==> src/rtl/nfd_pkg.sv <==
package nfd_pkg;

  localparam int SAMPLE_BITS = 24;
  localparam int COORD_BITS  = 32;
  localparam int FRAC_BITS   = 16;
  localparam int OUT_BITS    = 32;

  // spacing, sample difference, product, numerator and denominator widths
  localparam int HW   = COORD_BITS + 1;
  localparam int DW   = SAMPLE_BITS + 1;
  localparam int MW   = (HW > DW) ? HW : DW;
  localparam int PW   = 2 * MW;
  localparam int NUMW = HW + DW + 1;
  localparam int DENW = 2 * HW + 1;

  // dividend, remainder and step counter widths
  localparam int DVW0 = (NUMW + FRAC_BITS > DENW) ? NUMW + FRAC_BITS : DENW;
  localparam int DVW  = ((DVW0 > OUT_BITS) ? DVW0 : OUT_BITS) + 1;
  localparam int RW   = ((DVW - OUT_BITS > DENW) ? DVW - OUT_BITS : DENW) + 1;
  localparam int CW   = $clog2(OUT_BITS);

  localparam logic [1:0] STATUS_OK     = 2'd0;
  localparam logic [1:0] STATUS_FLAG   = 2'd1;
  localparam logic [1:0] STATUS_SINGLE = 2'd2;

  typedef enum logic [2:0] {
    S_IDLE,
    S_PREP,
    S_MUL0,
    S_MUL1,
    S_MUL2,
    S_MUL3,
    S_DIV,
    S_EMIT
  } ctl_state_t;

  typedef enum logic [2:0] {
    DV_IDLE,
    DV_RND,
    DV_CHK,
    DV_ITER,
    DV_FIN
  } div_state_t;

  typedef enum logic [1:0] {
    JOB_SINGLE,
    JOB_ONE,
    JOB_MID
  } job_t;

  typedef struct packed {
    logic done;
    logic sat;
  } div_stat_t;

endpackage

==> src/rtl/nfd_mul.sv <==
module nfd_mul (
  input  logic                           clk,
  input  logic signed [nfd_pkg::MW-1:0]  a,
  input  logic signed [nfd_pkg::MW-1:0]  b,
  output logic signed [nfd_pkg::PW-1:0]  prod
);
  import nfd_pkg::*;

  always_ff @(posedge clk) begin
    prod <= PW'(a) * PW'(b);
  end

endmodule

==> src/rtl/nfd_div.sv <==
module nfd_div (
  input  logic                             clk,
  input  logic                             rst,
  input  logic                             start,
  input  logic signed [nfd_pkg::NUMW-1:0]  num,
  input  logic signed [nfd_pkg::DENW-1:0]  den,
  output logic [nfd_pkg::OUT_BITS-1:0]     quot,
  output nfd_pkg::div_stat_t               stat
);
  import nfd_pkg::*;

  div_state_t          state, state_next;
  logic                neg;
  logic [NUMW-1:0]     nmag;
  logic [DENW-1:0]     dmag;
  logic [DVW-1:0]      dvd;
  logic [RW-1:0]       rem;
  logic [OUT_BITS-1:0] low;
  logic [CW-1:0]       cnt;
  logic                sat;
  logic [RW-1:0]       trial;
  logic [RW-1:0]       cmp_a;
  logic                ge;
  logic [OUT_BITS-1:0] limit;
  logic [OUT_BITS-1:0] mag;
  logic                over;

  // shared compare: overflow check, then one quotient bit per step
  always_comb begin
    trial = {rem[RW-2:0], low[OUT_BITS-1]};
    cmp_a = (state == DV_CHK) ? RW'(dvd >> OUT_BITS) : trial;
    ge    = cmp_a >= RW'(dmag);
  end

  always_comb begin
    state_next = state;
    case (state)
      DV_IDLE: if (start) state_next = DV_RND;
      DV_RND:  state_next = DV_CHK;
      DV_CHK:  state_next = ge ? DV_FIN : DV_ITER;
      DV_ITER: if (cnt == CW'(OUT_BITS - 1)) state_next = DV_FIN;
      DV_FIN:  state_next = DV_IDLE;
      default: state_next = DV_IDLE;
    endcase
  end

  always_comb begin
    limit = neg ? {1'b1, {(OUT_BITS-1){1'b0}}} : {1'b0, {(OUT_BITS-1){1'b1}}};
    over  = sat || (low > limit);
    mag   = over ? limit : low;
    quot  = neg ? (~mag + 1'b1) : mag;
    stat.done = (state == DV_FIN);
    stat.sat  = over;
  end

  always_ff @(posedge clk) begin
    if (rst) begin
      state <= DV_IDLE;
    end else begin
      state <= state_next;
    end
  end

  always_ff @(posedge clk) begin
    case (state)
      DV_IDLE: begin
        if (start) begin
          neg  <= num[NUMW-1] ^ den[DENW-1];
          nmag <= num[NUMW-1] ? $unsigned(-num) : $unsigned(num);
          dmag <= den[DENW-1] ? $unsigned(-den) : $unsigned(den);
        end
      end
      // scale and add half the divisor for round to nearest
      DV_RND: dvd <= (DVW'(nmag) << FRAC_BITS) + DVW'(dmag >> 1);
      DV_CHK: begin
        sat <= ge;
        rem <= cmp_a;
        low <= dvd[OUT_BITS-1:0];
        cnt <= '0;
      end
      DV_ITER: begin
        rem <= ge ? (trial - RW'(dmag)) : trial;
        low <= {low[OUT_BITS-2:0], ge};
        cnt <= cnt + CW'(1);
      end
      default: begin
      end
    endcase
  end

endmodule

==> src/rtl/nonuniform_first_derivative.sv <==
// latency: an interior derivative passes S_PREP, S_MUL0-S_MUL3, the divider and S_EMIT;
//   a one-sided derivative skips the multiply states; a row's final point adds its backward
//   derivative after that (or emits the forward value again for a two-point row)
// throughput: one transaction at a time, bounded by the 32-step divider loop
// reset: synchronous, active high; clears the sequencer and output valid and
//   starts a new row
module nonuniform_first_derivative (
  input  logic                                 clk,
  input  logic                                 rst,
  input  logic                                 in_valid,
  output logic                                 in_ready,
  input  logic signed [nfd_pkg::SAMPLE_BITS-1:0] sample,
  input  logic signed [nfd_pkg::COORD_BITS-1:0]  coord,
  input  logic                                 last_in,
  output logic                                 out_valid,
  input  logic                                 out_ready,
  output logic signed [nfd_pkg::OUT_BITS-1:0]  derivative,
  output logic                                 last_out,
  output logic [1:0]                           status
);
  import nfd_pkg::*;

  ctl_state_t                 state, state_next;
  logic signed [SAMPLE_BITS-1:0] older_sample, newer_sample;
  logic signed [COORD_BITS-1:0]  older_coord, newer_coord;
  logic [1:0]                 points_seen;
  logic signed [DW-1:0]       dd0, dd1;
  logic signed [HW-1:0]       h0, h1;
  job_t                       job;
  logic                       back_pending;
  logic signed [NUMW-1:0]     acc;
  logic [OUT_BITS-1:0]        res_value;
  logic [1:0]                 res_status;
  logic                       res_last;
  logic signed [MW-1:0]       mul_a, mul_b;
  logic signed [PW-1:0]       prod;
  logic                       div_start;
  logic signed [NUMW-1:0]     div_num;
  logic signed [DENW-1:0]     div_den;
  logic [OUT_BITS-1:0]        quot;
  div_stat_t                  dstat;
  logic                       accept;
  logic                       load_out;
  logic                       h0_zero, h1_zero;

  nfd_mul u_mul (
    .clk  (clk),
    .a    (mul_a),
    .b    (mul_b),
    .prod (prod)
  );

  nfd_div u_div (
    .clk   (clk),
    .rst   (rst),
    .start (div_start),
    .num   (div_num),
    .den   (div_den),
    .quot  (quot),
    .stat  (dstat)
  );

  assign h0_zero = (h0 == '0);
  assign h1_zero = (h1 == '0);

  always_comb begin
    state_next = state;
    case (state)
      S_IDLE: begin
        if (in_valid) state_next = (points_seen == 2'd0 && !last_in) ? S_IDLE : S_PREP;
      end
      S_PREP: begin
        if (job == JOB_SINGLE) begin
          state_next = S_EMIT;
        end else if (job == JOB_ONE) begin
          state_next = h1_zero ? S_EMIT : S_DIV;
        end else begin
          state_next = (h0_zero || h1_zero) ? S_EMIT : S_MUL0;
        end
      end
      S_MUL0: state_next = S_MUL1;
      S_MUL1: state_next = S_MUL2;
      S_MUL2: state_next = S_MUL3;
      S_MUL3: state_next = S_DIV;
      S_DIV: begin
        if (dstat.done) state_next = S_EMIT;
      end
      S_EMIT: begin
        if (load_out) begin
          if (!back_pending) state_next = S_IDLE;
          else if (job == JOB_ONE) state_next = S_EMIT;
          else state_next = S_PREP;
        end
      end
      default: state_next = S_IDLE;
    endcase
  end

  always_comb begin
    in_ready  = (state == S_IDLE);
    accept    = in_valid && in_ready;
    load_out  = (state == S_EMIT) && (!out_valid || out_ready);
    div_start = ((state == S_PREP) && (job == JOB_ONE) && !h1_zero) || (state == S_MUL3);
    div_num   = (state == S_MUL3) ? acc : NUMW'(dd1);
    div_den   = (state == S_MUL3) ? (DENW'(prod) <<< 1) : DENW'(h1);
    mul_a     = (state == S_MUL1) ? MW'(h1) : MW'(h0);
    case (state)
      S_MUL0:  mul_b = MW'(dd1);
      S_MUL1:  mul_b = MW'(dd0);
      default: mul_b = MW'(h1);
    endcase
  end

  always_ff @(posedge clk) begin
    if (rst) begin
      state        <= S_IDLE;
      points_seen  <= 2'd0;
      back_pending <= 1'b0;
      out_valid    <= 1'b0;
    end else begin
      state <= state_next;
      if (accept) begin
        back_pending <= last_in && (points_seen != 2'd0);
        if (last_in) points_seen <= 2'd0;
        else points_seen <= (points_seen == 2'd0) ? 2'd1 : 2'd2;
      end else if (load_out) begin
        back_pending <= 1'b0;
      end
      if (load_out) out_valid <= 1'b1;
      else if (out_ready) out_valid <= 1'b0;
    end
  end

  always_ff @(posedge clk) begin
    if (accept) begin
      dd1      <= DW'(sample) - DW'(newer_sample);
      dd0      <= DW'(newer_sample) - DW'(older_sample);
      h1       <= HW'(coord) - HW'(newer_coord);
      h0       <= HW'(newer_coord) - HW'(older_coord);
      res_last <= (points_seen == 2'd0);
      if (points_seen == 2'd0) job <= JOB_SINGLE;
      else if (points_seen == 2'd1) job <= JOB_ONE;
      else job <= JOB_MID;
      if (!last_in) begin
        older_sample <= newer_sample;
        older_coord  <= newer_coord;
        newer_sample <= sample;
        newer_coord  <= coord;
      end
    end
    if (state == S_PREP) begin
      res_value  <= '0;
      res_status <= (job == JOB_SINGLE) ? STATUS_SINGLE : STATUS_FLAG;
    end
    if (state == S_MUL1) acc <= NUMW'(prod);
    if (state == S_MUL2) acc <= acc + NUMW'(prod);
    if (state == S_DIV && dstat.done) begin
      res_value  <= quot;
      res_status <= dstat.sat ? STATUS_FLAG : STATUS_OK;
    end
    if (load_out) begin
      derivative <= res_value;
      last_out   <= res_last;
      status     <= res_status;
      // backward difference at the row end
      if (back_pending) begin
        res_last <= 1'b1;
        job      <= JOB_ONE;
      end
    end
  end

endmodule

==> config.mk <==
export PLATFORM = sky130hd
export DESIGN_NAME = nonuniform_first_derivative
export DESIGN_NICKNAME = d
export VERILOG_FILES = /design/src/rtl/nfd_pkg.sv /design/src/rtl/nfd_mul.sv /design/src/rtl/nfd_div.sv /design/src/rtl/nonuniform_first_derivative.sv
export SDC_FILE = /design/constraint.sdc
export NUM_CORES = 2
export LEC_CHECK = 0
export BUFFER_PORTS_ARGS = -buffer_cell sky130_fd_sc_hd__buf_2
export CORE_ASPECT_RATIO = 0.6
export CORE_UTILIZATION = 60
export DETAILED_ROUTE_END_ITERATION = 8
export PLACE_DENSITY = 0.76
export SLEW_MARGIN = 20
export SYNTH_ARGS = -nofsm -noshare
export SYNTH_HDL_FRONTEND = slang
export SYNTH_SLANG_ARGS = --single-unit
==> constraint.sdc <==
create_clock -name clk -period 19.3 [get_ports clk]
set_clock_uncertainty 0.05 [all_clocks]
set_input_delay 2.895 -clock clk [delete_from_list [all_inputs] [get_ports clk]]
set_output_delay 2.895 -clock clk [all_outputs]
set_load 0.01 [all_outputs]
== Yosys cells after proc, flatten, opt, wreduce, memory -nomap -nowiden ==
Cells that the tools add are included.
Storage, ports and cells
  register bits: 743
  input bits: 61
  output and inout port bits: 37
  word-level logic and storage cells: 149
Operators by class
  $add $sub $neg: 11
  $mul: 1
  magnitude comparators: 2
  eq/ne operators: 19
  muxes and demuxes: 51
  bitwise logic cells: 3
  reductions and logical operators: 30
Operators by type and width (number)
  $mux W59: 3
  $mux W32: 5
  $mux W67: 2
  $pmux W67 S2: 1
  $add A75 B66 Y76: 1
  $ge A68 B67 Y1: 1
  $mux W68: 1
  $neg A67 Y67: 1
  $sub A67 B67 Y67: 1
  $logic_not A33 Y1: 2
  $mul A33 B33 Y66: 1
  $mux W66: 1
  $pmux W33 S2: 1
  $sub A32 B32 Y33: 2
  $pmux W32 S2: 1
  $add A59 B59 Y59: 1
  $neg A59 Y59: 1
  $mux W58: 1
  $sub A24 B24 Y25: 2
  $mux W3: 11
  $mux W33: 1
  $add A32 B1 Y32 const B: 1
  $gt A32 B32 Y1: 1
  $not A32 Y32: 1
  other kinds (23): 73

== Depth between registers and ports, before layout ==
  word-level depth: 8
  depth in mapped cells: 37
  gate-level depth less buffers: 31

== By module ==
Synthesis repeated with hierarchy kept, for this count alone.
Unflattened totals
  cell total of the unflattened synthesis: 9202
  area total of the unflattened synthesis: 88680.1 µm²
Modules (own cells, without submodules)
  nfd_mul: times used 1, cells each 4310, area an instance 40378.7 µm², seq. area each 1321.3 µm²
  nfd_div: times used 1, cells each 2585, area an instance 24389.6 µm², seq. area each 9308.9 µm²
  nonuniform_first_derivative: times used 1, cells each 2307, area an instance 23911.7 µm², seq. area each 10890.4 µm²

== Least setup slack after synthesis ==
No wires, ideal clock.
  kind: flip-flop to flip-flop
  start: register state[0]
  end: register u_div.dmag[0] (enable)
  setup time: 0.925 ns
  arrival: 13.354 ns
  required time: 18.325 ns
  setup slack: 4.971 ns
  stages on the path, launching flop included: 6
  buffers on the path: 2
  clock period less this slack: 14.329 ns
  path through: dfxtp_1 clkbuf_1 buf_1 nor2b_1 o21ai_0 nor4_1
On the way
  word-level cells in the longest chain between the ends: 5
  elaborated cells on any way between the ends: 6
  those cells by class: eq/ne: 2; reduce/logical: 4
Ends and longest elaborated chain
  start, declared: RTL line nonuniform_first_derivative.sv:23  | ctl_state_t state, state_next;
  start signal, assigned: RTL line nonuniform_first_derivative.sv:121  | state <= state_next;
  $eq A3 B1 Y1: RTL line nonuniform_first_derivative.sv:103  | div_start = ((state == S_PREP) && (job == JOB_ONE) && !h1_zero) || (state == S_MUL3);
  $logic_and A1 B1 Y1 (2 in a row): RTL line nonuniform_first_derivative.sv:103
  $logic_or A1 B1 Y1 *: RTL line nonuniform_first_derivative.sv:103
  $reduce_and A2 Y1 (no source line) *
  end signal, assigned: RTL line nfd_div.sv:70  | dmag <= den[DENW-1] ? $unsigned(-den) : $unsigned(den);
  end, declared: RTL line nfd_div.sv:15  | logic [DENW-1:0] dmag;
Every way passes the cells marked *; elsewhere a longest branch is shown, timed or not.
A chain may end at the register's enable or synchronous reset.

== Worst setup path in the final report ==
  start: register state[2]
  end: register u_mul.prod[60] in the netlist's numbering
On the way
  word-level cells in the longest chain between the ends: 3
  elaborated cells on any way between the ends: 5
  those cells by class: mul: 1; eq/ne: 2; mux: 2
Ends and longest elaborated chain
  $eq A3 B2 Y1 (on tied branches): RTL line nonuniform_first_derivative.sv:106, nonuniform_first_derivative.sv:107
  $pmux W33 S2 or $mux W33 (tied branches): RTL line nonuniform_first_derivative.sv:107, nonuniform_first_derivative.sv:106
  $mul A33 B33 Y66 *: RTL line nfd_mul.sv:10  | prod <= PW'(a) * PW'(b);
  end signal, assigned: RTL line nfd_mul.sv:10
  end, declared: RTL line nfd_mul.sv:5  | output logic signed [nfd_pkg::PW-1:0] prod
Marked as above.

==> impl_metrics.csv <==
group,metric,value,unit
outcome,status,"completed",
floorplanning,die_h,296,µm
timing,rsz0062_at_grt,"false",
job,cap_violations,0,
route,post_drt_wl_per_cell,25.5,µm
floorplanning,dieArea,146000,µm²
clock_tree,htreeDepth,3,
clock_tree,insertion_delay,690,ps
setup_path,cpMaxStageDelayCell,"mux2i_2",
timing,holdWs,359,ps
synthesis,synthesis.nets,11100,
clock_tree,clk_pin_slew,70,ps
route,routed_wl,284000,µm
synthesis,synthArstFlopShare,0,
synthesis,synth_edf_count,664,
timing,worst_pin_slew,1330,ps
timing,timing.final.crit_share,0.589,
cells_and_area,final_util,0.644,
timing,hold_viol_final,0,
timing,slew_viol_final,0,
clock_tree,hold_buffers,0,
timing,fin_ws,7930,ps
setup_path,critPathMostFrequentCell,"fa_1",
setup_path,cp-end-kind,"flop",
route,viasPerCell,6.20,
setup_path,max_stage_delay,1070,ps
clock_tree,cts_resized,0,
setup_path,critPathBufInv,8,
setup_path,critPathMaxFanout,42,
setup_path,cp_top_family,"adder cells",
floorplanning,floorplan.initialDensity,0.608,
route,drtPass1Iterations,9,
clock_tree,cts_buffers,76,
route,drtIter0Drc,8620,
placed_design,dp_hpwl,222000,µm
grt,grt_pass1_wl,426000,µm
cells_and_area,area_delta_synth_final,5.92,%
timing,setup_violations,0,
timing,fmax,0.0879,GHz
clock_tree,postCtsSetupRepairBufs,0,
hold_path,hold_class,"flop to flop",
placed_design,io_buffers,97,
setup_path,worstSetupPathType,"flop to flop",
synthesis,ys_ff_latch,743,
synthesis,dominantRegCellSynth,"edfxtp_1",
synthesis,postSynthCellCount,9234,
cells_and_area,nets,11000,
clock_tree,cts-root-buf,"clkbuf_16",
timing,period_needed,11370,ps
placed_design,gp_congestion,1.00,
synthesis,ys_warn_count,0,
grt,grt_usage,0.393,
timing,slew_headroom,0.116,
route,drtAntennaViolNets,0,
clock_tree,clock_path_buffers,3,
setup_path,start_kind,"flop",
setup_path,arrival,11900,ps
floorplanning,row_count,107,
cells_and_area,nFillCells,11700,
grt,grt_antenna_before_repair,1,
timing,setup_tns,0,ps
floorplanning,io_pins,98,
synthesis,netlist_area,86700,µm²
route,vias,69100,
cells_and_area,drive_gt1_frac,0.0550,
synthesis,syn_avg_cell_area,9.39,µm²
setup_path,crit_required,19830,ps
clock_tree,clkSinkCount,743,
grt,first_global_vias,67700,
grt,grt_overflow,0,
grt,grt_max_degree,95,
synthesis,synth_cell_types,99,
floorplanning,die_w,493,µm
placed_design,dp_slack,8160,ps
route,drc_errors,0,
floorplanning,core,143000,µm²
clock_tree,cts_tree,"built",
synthesis,yosysSeqAreaShare,0.248,
sequential cells by signal (all words and copies together), names as in the netlist, 33 cells and up:
signal      flops
acc            59
h0             33
h1             33
u_div.dmag     67
u_div.dvd      76
u_div.nmag     59
u_div.rem      67
u_mul.prod     66
kinds of logic after synthesis:
group | Yosys count | share of synthesized area
xor+xnor | 433 | 0.0437
compound gates | 1558 | 0.114
flops | 743 | 0.248
simple gates | 2701 | 0.135
buf+inv | 1827 | 0.0794
mux | 213 | 0.0261
fa+ha+maj | 1759 | 0.354
worst paths after layout:
check | from | endpoint | slack, ps | cells past startpoint
hold / removal | res_status[1]$_SDFFCE_PP0P_ | status[1]$_DFFE_PP_ | 360 | 0
hold reg to reg | res_status[1]$_SDFFCE_PP0P_ | status[1]$_DFFE_PP_ | 360 | 0
setup reg to reg | state[2]$_SDFFE_PP0P_ | u_mul.prod[60]$_DFF_P_ | 7930 | 31
setup / recovery | state[2]$_SDFFE_PP0P_ | u_mul.prod[60]$_DFF_P_ | 7930 | 31
through the flow:
step,instances,area (µm²)
after floorplan,9234,86700
after global placement,11000,89300
after detailed placement,11000,89300
after CTS,11100,91800
after global routing,11100,91800
final,11100,91800
worst reg2reg max path, delay by kind of cell, from the launching register on:
family                   cells  cell delay [ps]
flip-flops                   1              630
AND/OR/NAND/NOR              9             2470
XOR/XNOR                     1              170
buffers and inverters        8             1270
multiplexers                 1             1120
AO/OA/AOI/OAI                3             1040
adder cells (fa/ha/maj)      9             4530
cells in the mapped netlist, drive strengths merged, types with 102 or more instances:
master	number	area share
a21o	209	0.018
a21oi	458	0.026
clkbuf	305	0.013
edfxtp	664	0.23
fa	1152	0.27
ha	607	0.088
inv	1476	0.064
mux2i	136	0.016
nand2	1047	0.045
nor2	1005	0.044
nor3	132	0.0077
o21a	102	0.0088
o21ai	360	0.021
xnor2	253	0.026
xor2	180	0.018
cell type report:
cell class | count | area (µm²) | share of cell area
antenna | 3 | 7.51 | 0.0000818
multi-input combinational | 6664 | 58600 | 0.638
clock inverter | 45 | 504 | 0.00549
tap | 1907 | 2390 | 0.0260
inverter | 1477 | 5550 | 0.0604
sequential | 743 | 21500 | 0.234
clock buffer | 93 | 1970 | 0.0214
timing repair buffer | 207 | 1310 | 0.0143
per-layer routing:
layer	track usage	vias up	wire length [µm]
met5	0.00292	-	79
met4	0.125	4	10500
met3	0.151	588	41600
met2	0.547	4383	113000
met1	0.561	34000	119000
li1	-	30100	-
cells in the final DEF (no fill, tap or decap), types with 42 or more instances in the layout:
master / instances
inv_1: 1472
fa_1: 1152
nand2_1: 1042
nor2_1: 1003
edfxtp_1: 664
ha_1: 607
a21oi_1: 454
o21ai_0: 331
xnor2_1: 253
a21o_1: 209
xor2_1: 180
nor3_1: 130
mux2i_1: 119
buf_4: 110
buf_2: 97
o21a_1: 94
nand3_1: 85
dfxtp_1: 78
mux2_2: 77
clkbuf_16: 76
nand2b_1: 71
nand4_1: 60
nor2b_1: 59
a31oi_1: 59
o31ai_1: 55
o21bai_1: 49
and2_1: 45
and3_1: 44
a211oi_1: 42
Power is not shown: default switching activity piles up to over one toggle a cycle in this logic, so the estimate is an artifact.
